### src/rtl/i2cseq_pkg.sv
// ----------------------------------------------------------------------------
// i2cseq_pkg: shared types and constants of the i2c transaction sequencer
// Command codes, default poll limit and the input and result item layouts.
// ----------------------------------------------------------------------------
package i2cseq_pkg;

  localparam int          TIMEOUT_BITS  = 18;
  localparam int unsigned TIMEOUT_RESET = 160000;

  localparam int IN_TDATA_W  = 40;
  localparam int IN_TUSER_W  = 2;
  localparam int OUT_TDATA_W = 32;

  // command codes; the unused code behaves as a poll
  localparam logic [1:0] CMD_START_WRITE = 2'd0;
  localparam logic [1:0] CMD_START_READ  = 2'd1;
  localparam logic [1:0] CMD_POLL        = 2'd2;

  typedef struct packed {
    logic [1:0] command;
    logic [6:0] target_address;
    logic [7:0] length;
    logic [7:0] tx_byte;
    logic [7:0] rx_byte;
    logic       bus_busy;
    logic       start_sent;
    logic       address_acked;
    logic       ack_failure;
    logic       tx_empty;
    logic       transfer_finished;
    logic       rx_not_empty;
  } item_t;

  typedef struct packed {
    logic       issue_start;
    logic       write_data;
    logic [7:0] data_out;
    logic       issue_stop;
    logic       clear_fault;
    logic       ack_enable;
    logic       read_valid;
    logic [7:0] read_data;
    logic [7:0] byte_index;
    logic       done_res;
    logic       failed;
  } result_t;

endpackage

### src/rtl/i2cseq_in_stage.sv
// ----------------------------------------------------------------------------
// i2cseq_in_stage: input register
// Holds one accepted item until the sequencer steps on it.
// ----------------------------------------------------------------------------
module i2cseq_in_stage (
  input  logic                clk,
  input  logic                rst,
  input  logic                in_valid,
  output logic                in_ready,
  input  i2cseq_pkg::item_t   in_item,
  input  logic                advance,
  output logic                held_valid,
  output i2cseq_pkg::item_t   held_item
);

  // free when empty or when the held item moves on this cycle
  assign in_ready = !held_valid || advance;

  always_ff @(posedge clk) begin
    if (rst) begin
      held_valid <= 1'b0;
    end else if (in_ready) begin
      held_valid <= in_valid;
    end
  end

  always_ff @(posedge clk) begin
    if (in_valid && in_ready) begin
      held_item <= in_item;
    end
  end

endmodule

### src/rtl/i2cseq_fsm.sv
// ----------------------------------------------------------------------------
// i2cseq_fsm: transaction phase sequencer
// Steps the transaction phase once per item and forms its result.
// ----------------------------------------------------------------------------
module i2cseq_fsm #(
  parameter int TIMEOUT_BITS = i2cseq_pkg::TIMEOUT_BITS
) (
  input  logic                      clk,
  input  logic                      rst,
  input  logic                      cfg_valid,
  input  logic [TIMEOUT_BITS-1:0]   cfg_data,
  input  logic                      step,
  input  i2cseq_pkg::item_t         item,
  output i2cseq_pkg::result_t       res
);

  typedef enum logic [2:0] {
    PH_IDLE,
    PH_BUSY,
    PH_START,
    PH_ADDR,
    PH_DATA,
    PH_BTF
  } phase_t;

  phase_t                  phase, phase_next;
  logic                    is_read, is_read_next;
  logic [6:0]              slave_address, slave_address_next;
  logic [7:0]              byte_count, byte_count_next;
  logic [7:0]              current_index, current_index_next;
  logic [TIMEOUT_BITS-1:0] wait_counter, wait_counter_next;
  logic                    ack_level, ack_level_next;
  logic [TIMEOUT_BITS-1:0] timeout_limit;

  logic [TIMEOUT_BITS-1:0] cnt_inc;
  logic                    timed_out;
  logic [7:0]              idx_inc;
  logic [8:0]              idx_inc2;
  logic                    is_start;

  // saturating poll count of the current bounded wait
  assign cnt_inc   = (wait_counter != '1) ? wait_counter + 1'b1 : wait_counter;
  assign timed_out = (cnt_inc >= timeout_limit);
  assign idx_inc   = current_index + 8'd1;
  assign idx_inc2  = {1'b0, idx_inc} + 9'd1;
  assign is_start  = item.command inside {i2cseq_pkg::CMD_START_WRITE,
                                          i2cseq_pkg::CMD_START_READ};

  always_comb begin
    phase_next         = phase;
    is_read_next       = is_read;
    slave_address_next = slave_address;
    byte_count_next    = byte_count;
    current_index_next = current_index;
    wait_counter_next  = wait_counter;
    ack_level_next     = ack_level;
    res                = '0;

    if (is_start) begin
      // a start outside idle is dropped
      if (phase == PH_IDLE) begin
        is_read_next       = (item.command == i2cseq_pkg::CMD_START_READ);
        slave_address_next = item.target_address;
        byte_count_next    = item.length;
        current_index_next = '0;
        wait_counter_next  = '0;
        phase_next         = PH_BUSY;
      end
    end else begin
      case (phase)
        PH_IDLE: begin
        end
        PH_BUSY: begin
          if (!item.bus_busy) begin
            res.issue_start   = 1'b1;
            phase_next        = PH_START;
            wait_counter_next = '0;
          end else begin
            wait_counter_next = cnt_inc;
            if (timed_out) begin
              res.done_res = 1'b1;
              res.failed   = 1'b1;
              phase_next   = PH_IDLE;
            end
          end
        end
        PH_START: begin
          if (item.start_sent) begin
            res.write_data    = 1'b1;
            res.data_out      = {slave_address, is_read};
            phase_next        = PH_ADDR;
            wait_counter_next = '0;
          end else begin
            wait_counter_next = cnt_inc;
            if (timed_out) begin
              res.done_res = 1'b1;
              res.failed   = 1'b1;
              phase_next   = PH_IDLE;
            end
          end
        end
        PH_ADDR: begin
          if (item.ack_failure) begin
            res.clear_fault = 1'b1;
            res.issue_stop  = 1'b1;
            res.done_res    = 1'b1;
            res.failed      = 1'b1;
            phase_next      = PH_IDLE;
          end else if (item.address_acked) begin
            wait_counter_next = '0;
            if (is_read) begin
              ack_level_next = (byte_count != 8'd1);
            end
            if (byte_count == 8'd0) begin
              res.issue_stop = 1'b1;
              res.done_res   = 1'b1;
              phase_next     = PH_IDLE;
            end else begin
              phase_next = PH_DATA;
            end
          end else begin
            wait_counter_next = cnt_inc;
            if (timed_out) begin
              res.issue_stop = 1'b1;
              res.done_res   = 1'b1;
              res.failed     = 1'b1;
              phase_next     = PH_IDLE;
            end
          end
        end
        PH_DATA: begin
          if (is_read) begin
            if (item.rx_not_empty) begin
              res.read_valid     = 1'b1;
              res.read_data      = item.rx_byte;
              res.byte_index     = current_index;
              current_index_next = idx_inc;
              wait_counter_next  = '0;
              if (idx_inc >= byte_count) begin
                res.issue_stop = 1'b1;
                res.done_res   = 1'b1;
                phase_next     = PH_IDLE;
              end else if (idx_inc2 == {1'b0, byte_count}) begin
                // last byte ahead: answer it with a nack
                ack_level_next = 1'b0;
              end
            end else begin
              wait_counter_next = cnt_inc;
              if (timed_out) begin
                res.issue_stop = 1'b1;
                res.done_res   = 1'b1;
                res.failed     = 1'b1;
                phase_next     = PH_IDLE;
              end
            end
          end else begin
            if (item.ack_failure) begin
              res.clear_fault = 1'b1;
              res.issue_stop  = 1'b1;
              res.done_res    = 1'b1;
              res.failed      = 1'b1;
              phase_next      = PH_IDLE;
            end else if (item.tx_empty) begin
              res.write_data     = 1'b1;
              res.data_out       = item.tx_byte;
              res.byte_index     = current_index;
              current_index_next = idx_inc;
              if (idx_inc >= byte_count) begin
                phase_next = PH_BTF;
              end
            end
          end
        end
        PH_BTF: begin
          if (item.ack_failure) begin
            res.clear_fault = 1'b1;
            res.issue_stop  = 1'b1;
            res.done_res    = 1'b1;
            res.failed      = 1'b1;
            phase_next      = PH_IDLE;
          end else if (item.transfer_finished) begin
            res.issue_stop = 1'b1;
            res.done_res   = 1'b1;
            phase_next     = PH_IDLE;
          end
        end
        default: begin
          phase_next = PH_IDLE;
        end
      endcase
    end

    res.ack_enable = ack_level_next;
  end

  always_ff @(posedge clk) begin
    if (rst) begin
      phase         <= PH_IDLE;
      is_read       <= 1'b0;
      slave_address <= '0;
      byte_count    <= '0;
      current_index <= '0;
      wait_counter  <= '0;
      ack_level     <= 1'b0;
      timeout_limit <= TIMEOUT_BITS'(i2cseq_pkg::TIMEOUT_RESET);
    end else begin
      if (cfg_valid) begin
        timeout_limit <= cfg_data;
      end
      if (step) begin
        phase         <= phase_next;
        is_read       <= is_read_next;
        slave_address <= slave_address_next;
        byte_count    <= byte_count_next;
        current_index <= current_index_next;
        wait_counter  <= wait_counter_next;
        ack_level     <= ack_level_next;
      end
    end
  end

`ifndef SYNTHESIS
  a_fail_ends: assert property (@(posedge clk) disable iff (rst)
    step && res.failed |-> res.done_res)
    else $error("failure reported without transaction end");

  a_done_idle: assert property (@(posedge clk) disable iff (rst)
    step && res.done_res |=> phase == PH_IDLE)
    else $error("phase not idle after transaction end");

  a_start_phase: assert property (@(posedge clk) disable iff (rst)
    step && res.issue_start |=> phase == PH_START)
    else $error("start requested but not waiting for start sent");

  a_read_dir: assert property (@(posedge clk) disable iff (rst)
    step && res.read_valid |-> is_read && !res.write_data)
    else $error("received byte outside a read transaction");
`endif

endmodule

### src/rtl/i2cseq_out_stage.sv
// ----------------------------------------------------------------------------
// i2cseq_out_stage: result register
// Holds one result item until the downstream side takes it.
// ----------------------------------------------------------------------------
module i2cseq_out_stage (
  input  logic                  clk,
  input  logic                  rst,
  input  logic                  load,
  input  i2cseq_pkg::result_t   load_res,
  output logic                  free,
  output logic                  out_valid,
  input  logic                  out_ready,
  output i2cseq_pkg::result_t   out_res
);

  assign free = !out_valid || out_ready;

  always_ff @(posedge clk) begin
    if (rst) begin
      out_valid <= 1'b0;
    end else if (load) begin
      out_valid <= 1'b1;
    end else if (out_ready) begin
      out_valid <= 1'b0;
    end
  end

  always_ff @(posedge clk) begin
    if (load) begin
      out_res <= load_res;
    end
  end

endmodule

### src/rtl/i2c_master_transaction_sequencer.sv
// ----------------------------------------------------------------------------
// i2c_master_transaction_sequencer: polled i2c master transaction sequencer
// Input register, phase sequencer and result register in a two-stage pipe.
// ----------------------------------------------------------------------------
// Usage:
//   s_axis carries one item per transfer: a start command (write or read,
//   with target and length) or a status poll carrying the controller flags,
//   the write byte for the current index and the received byte.
//   m_axis returns exactly one result item per input item: command strobes,
//   address or data byte, ack-enable level, received byte, done and failed.
//   cfg_* writes the poll limit of the bounded waits; write it while idle.
// Timing:
//   an item is held in the input register until the sequencer steps on it;
//   its result is registered in the result register and shows on m_axis.
//   One item per cycle is sustained while m_axis does not stall; the phase
//   register is updated once per item by a single pass through the step logic.
// Reset and stall:
//   reset empties both registers, returns the phase to idle and loads the
//   poll limit default. When m_axis stalls the result holds, the input
//   register takes one more item, then s_axis_tready falls.
// ----------------------------------------------------------------------------
module i2c_master_transaction_sequencer #(
  parameter int TIMEOUT_BITS = i2cseq_pkg::TIMEOUT_BITS
) (
  input  logic                                clk,
  input  logic                                rst,
  // configuration: poll limit
  input  logic                                cfg_valid,
  output logic                                cfg_ready,
  input  logic [TIMEOUT_BITS-1:0]             cfg_data,
  // input items
  input  logic                                s_axis_tvalid,
  output logic                                s_axis_tready,
  // target_address[6:0], length[14:7], tx_byte[22:15], rx_byte[30:23],
  // bus_busy[31], start_sent[32], address_acked[33], ack_failure[34],
  // tx_empty[35], transfer_finished[36], rx_not_empty[37], zero[39:38]
  input  logic [i2cseq_pkg::IN_TDATA_W-1:0]   s_axis_tdata,
  // command[1:0]
  input  logic [i2cseq_pkg::IN_TUSER_W-1:0]   s_axis_tuser,
  // result items
  output logic                                m_axis_tvalid,
  input  logic                                m_axis_tready,
  // issue_start[0], write_data[1], data_out[9:2], issue_stop[10],
  // clear_fault[11], ack_enable[12], read_valid[13], read_data[21:14],
  // byte_index[29:22], done_res[30], failed[31]
  output logic [i2cseq_pkg::OUT_TDATA_W-1:0]  m_axis_tdata
);

  i2cseq_pkg::item_t   in_item;
  i2cseq_pkg::item_t   held_item;
  i2cseq_pkg::result_t step_res;
  i2cseq_pkg::result_t out_res;
  logic                held_valid;
  logic                out_free;
  logic                advance;

  assign cfg_ready = 1'b1;

  always_comb begin
    in_item.command           = s_axis_tuser[1:0];
    in_item.target_address    = s_axis_tdata[6:0];
    in_item.length            = s_axis_tdata[14:7];
    in_item.tx_byte           = s_axis_tdata[22:15];
    in_item.rx_byte           = s_axis_tdata[30:23];
    in_item.bus_busy          = s_axis_tdata[31];
    in_item.start_sent        = s_axis_tdata[32];
    in_item.address_acked     = s_axis_tdata[33];
    in_item.ack_failure       = s_axis_tdata[34];
    in_item.tx_empty          = s_axis_tdata[35];
    in_item.transfer_finished = s_axis_tdata[36];
    in_item.rx_not_empty      = s_axis_tdata[37];
  end

  assign advance = held_valid && out_free;

  i2cseq_in_stage u_in_stage (
    .clk        (clk),
    .rst        (rst),
    .in_valid   (s_axis_tvalid),
    .in_ready   (s_axis_tready),
    .in_item    (in_item),
    .advance    (advance),
    .held_valid (held_valid),
    .held_item  (held_item)
  );

  i2cseq_fsm #(
    .TIMEOUT_BITS (TIMEOUT_BITS)
  ) u_fsm (
    .clk       (clk),
    .rst       (rst),
    .cfg_valid (cfg_valid && cfg_ready),
    .cfg_data  (cfg_data),
    .step      (advance),
    .item      (held_item),
    .res       (step_res)
  );

  i2cseq_out_stage u_out_stage (
    .clk       (clk),
    .rst       (rst),
    .load      (advance),
    .load_res  (step_res),
    .free      (out_free),
    .out_valid (m_axis_tvalid),
    .out_ready (m_axis_tready),
    .out_res   (out_res)
  );

  assign m_axis_tdata = {out_res.failed, out_res.done_res, out_res.byte_index,
                         out_res.read_data, out_res.read_valid, out_res.ack_enable,
                         out_res.clear_fault, out_res.issue_stop, out_res.data_out,
                         out_res.write_data, out_res.issue_start};

endmodule

### config.mk
export PLATFORM = sky130hd
export DESIGN_NAME = i2c_master_transaction_sequencer
export DESIGN_NICKNAME = d
export VERILOG_FILES = /design/src/rtl/i2cseq_pkg.sv /design/src/rtl/i2cseq_in_stage.sv /design/src/rtl/i2cseq_fsm.sv /design/src/rtl/i2cseq_out_stage.sv /design/src/rtl/i2c_master_transaction_sequencer.sv
export SDC_FILE = /design/constraint.sdc
export NUM_CORES = 1
export LEC_CHECK = 0
export BUFFER_PORTS_ARGS = -buffer_cell sky130_fd_sc_hd__buf_2
export CAP_MARGIN = 10
export CORE_ASPECT_RATIO = 1.4
export CORE_UTILIZATION = 40
export CTS_BUF_LIST = sky130_fd_sc_hd__clkbuf_4
export DETAILED_ROUTE_END_ITERATION = 7
export HOLD_SLACK_MARGIN = 0.1
export SYNTH_ARGS = -nofsm -noshare
export SYNTH_HDL_FRONTEND = slang
export SYNTH_SLANG_ARGS = --single-unit
### constraint.sdc
create_clock -name clk -period 3.3 [get_ports clk]
set_input_delay 0.825 -clock clk [delete_from_list [all_inputs] [get_ports clk]]
set_output_delay 0.825 -clock clk [all_outputs]
set_load 0.05 [all_outputs]
==> flow_summary.ini <==
[finish]
layout.nets = 941
drive_gt1_frac = 0.2945
syn2layout_area_growth_pct = 23.72
post-route-util = 0.5078

[logic_synthesis]
synthesis.nets = 799
syn-cell-area_um2 = 6930
ys_async_sr_fraction = 0
seq_area_frac_synth = 0.5026
post_synth_num_cell_types = 70
avgSynthCellArea_um2 = 9.844
synth_edf_count = 72
ys_ff_latch = 138
synthFlopType = edfxtp_1
synth_cells = 704
ys_warn_count = 0

[sta]
finClkSkew_ps = 23.67
tns_ps = 0
relSlewSlack = 0.3678
final-setup-viol-count = 0
final.period_utilization = 0.9850
fin_crit_ps = 3251
hold_viol = 0
worst_pin_slew_ps = 948.3
final_max_slew_viol_count = 0
fmax_mhz = 307.6
rsz0062_at_grt = true

[drt]
via_per_inst = 5.157
postRouteAntennaNets = 0
drc_errors = 0
drtIter0Drc = 323
num_vias = 5652
routedWlPerCell_um = 15.06
first_pass_iters = 4
wirelength_mm = 16.50

[setup_path]
path_cells = nand4_1, nor3_4, buf_6, and2b_2, nand3_4, xnor2_4, ha_4, nand4_1, o41ai_2, and3_1, a2111o_1, a2111o_1, a21oi_2
end_kind = flop
arrival_ps = 3730
critPathLaunchType = flop
cpMaxStageDelayCell = a2111o_1
max_stage_delay_ps = 460
cp_data_required_time_ps = 3780
crit_buf_inv = 1
cp_max_fo = 5
critPathKind = reg -> reg
cp_top_family = simple AND/OR/NAND/NOR gates

[min_path]
hold_path.class = in -> reg

[power]
p_sw_frac = 0.3044
comb_power_share = 0.121
cellInternalPower_w = 0.002349
power.density_nw_per_um2 = 393.9
vdd_drop_max_mv = 0.3724
p_leak_nw = 3.512
seq_power_share = 0.570
clkPwrFrac = 0.308
power_switching_w = 0.001028

[die]
core_um2 = 16890
start_util = 0.4104
die_area_um2 = 17860
io_pins = 100
dieHeight_um = 157.7
fp.dieW_um = 113.2
row_count = 56

[job]
cap_violations = 0

[run_status]
outcome = finished, final reports clean

[placement]
dp_hpwl_mm = 12.08
gp_congestion = 0.8906
portBuffers = 96

[grt]
grt_max_degree = 41
antenna_found_initial = 1
track_usage = 0.1928
overflow = 0
first_global_vias = 5639
grt_pass1_wl_mm = 26.88

[clock_tree]
hold_buffers = 0
clock-root-buffer = clkbuf_4
cts_sinks = 138
clk_pin_slew_ps = 150
clk_latency_ps = 550
clock_path_buffers = 2
htreeDepth = 4
cts_tree = done
numCtsBuffers = 17
[Yosys cell counts, types with 3 or more instances]
cell	n	area [µm²]
a211oi_1	5	37.54
a21o_1	3	22.52
a21oi_1	52	260.3
a22oi_1	8	60.06
a31oi_1	5	31.28
and2_1	19	118.9
and3_1	15	93.84
buf_1	4	15.01
buf_2	10	50.05
buf_4	5	37.54
clkbuf_1	13	48.80
dfxtp_1	66	1321
edfxtp_1	72	2162
ha_1	30	375.4
inv_1	31	116.4
mux2i_1	18	180.2
nand2_1	86	322.8
nand2b_1	8	50.05
nand3_1	21	105.1
nand4_1	15	93.84
nor2_1	61	229.0
nor2b_1	11	68.82
nor3_1	8	40.04
nor3b_1	3	22.52
nor4_1	3	18.77
o211ai_1	6	45.04
o211ai_2	3	37.54
o21a_1	5	37.54
o21ai_0	21	105.1
o21ai_1	10	50.05
o31ai_1	8	60.06
or2_2	3	18.77
or3_1	4	25.02
xnor2_1	16	140.1
xor2_1	10	87.58
[metrics by stage]
stage	setup slack [ps]	instance area (µm²)	hold WS [ps]	instances	total power, W
floorplan	52.55	6930	436.8	704	0.002233
global placement	-52.69	7934	447.3	1050	0.002359
detailed placement	-74.23	7934	450.6	1050	0.002369
CTS	0.7070	8278	392.8	1085	0.003408
global route	-36.82	8574	365.6	1096	0.003547
finish	49.43	8574	436.8	1096	0.003378
[power groups by stage]
stage / Sequential [W] / Clock, W / Combinational (W)
2_1_floorplan: 0.00200 / 0 / 0.000235
3_3_place_gp: 0.00196 / 0 / 0.000395
3_5_place_dp: 0.00197 / 0 / 0.000403
4_1_cts: 0.00193 / 0.00108 / 0.000405
5_1_grt: 0.00194 / 0.00116 / 0.000450
6_report: 0.00193 / 0.00104 / 0.000410
[worst paths after layout]
check	from	end	slack, ps	depth (start not counted)
worst max-delay path	u_fsm.wait_counter[7]	u_fsm.phase[2]	50	13
worst min-delay path	s_axis_tdata[11]	u_in_stage.held_item[27]	440	1
worst max register to register	u_fsm.wait_counter[7]	u_fsm.phase[2]	50	13
worst min register to register	u_fsm.slave_address[4]	u_fsm.slave_address[4]	470	2
[area by class of cell]
type	instances	area, µm²
antenna	5	12.51
clock buffer	17	127.6
clock inverter	15	130.1
fill	1563	8312
inverter	33	123.9
multi-input combinational	501	3467
sequential	138	3496
tap	232	290.3
timing repair buffer	155	927.1
[kinds of logic after synthesis]
group | synth area share
AOI/OAI and AO/OA | 0.1424
xor gates and xnor gates | 0.03845
adders and majority gates | 0.05416
buffers and inverters | 0.03972
DFF | 0.5026
muxes | 0.02925
other | 0.0005411
and+or+nand+nor | 0.1928
[registers in the layout (all words and copies together), names as in the netlist, 3 cells and up]
register and cells:
u_fsm.wait_counter 18, u_in_stage.held_item 40, u_fsm.slave_address 7, u_fsm.byte_count 8, u_fsm.current_index 8, u_fsm.timeout_limit 18, u_out_stage.out_res 32, u_fsm.phase 3
[cell usage in the layout (no fill, tap or decap), types with 6 or more instances in the layout]
cell,netlist,final
a21oi_1,52,48
a22oi_1,8,8
and2_1,19,18
and3_1,15,14
buf_2,10,96
buf_4,5,58
clkbuf_4,0,17
dfxtp_1,66,58
dfxtp_2,0,7
edfxtp_1,72,72
ha_1,30,25
inv_1,31,31
inv_6,0,7
mux2i_1,18,18
nand2_1,86,85
nand2b_1,8,8
nand3_1,21,16
nand4_1,15,15
nor2_1,61,57
nor2b_1,11,10
nor3_1,8,7
o211ai_1,6,6
o21ai_0,21,21
o21ai_1,10,10
o31ai_1,8,8
xnor2_1,16,11
xor2_1,10,6
[worst register-to-register path: cells and delay by family, from the launching register on]
kind | cells | cell delay (ps)
DFF | 1 | 360
and+or+nand+nor | 6 | 1170
buffers and inverters | 1 | 140
AOI/OAI and AO/OA | 4 | 1100
adders and majority gates | 1 | 230
xor gates and xnor gates | 1 | 230
[routing by layer]
metal	share of wire	vias up	global-route usage	wire [µm]
met5	0	-	0	0
met4	0.023	0	0.08145	372
met3	0.031	25	0.03943	509
met2	0.53	119	0.3550	8731
met1	0.42	2691	0.2147	6888
li1	-	2817	-	-
[what timing repair did]
| action | 4_1_cts | 5_1_grt |
|---|---|---|
| endpoints found under the setup margin | 2 | 6 |
| cloned | 0 | 0 |
| resized for setup | 15 | 43 |
| buffers inserted | 3 | 6 |
| pin swaps | 5 | 24 |
| hold endpoints to repair | 0 | 0 |
No activity file was read; power rests on OpenSTA's default activity.
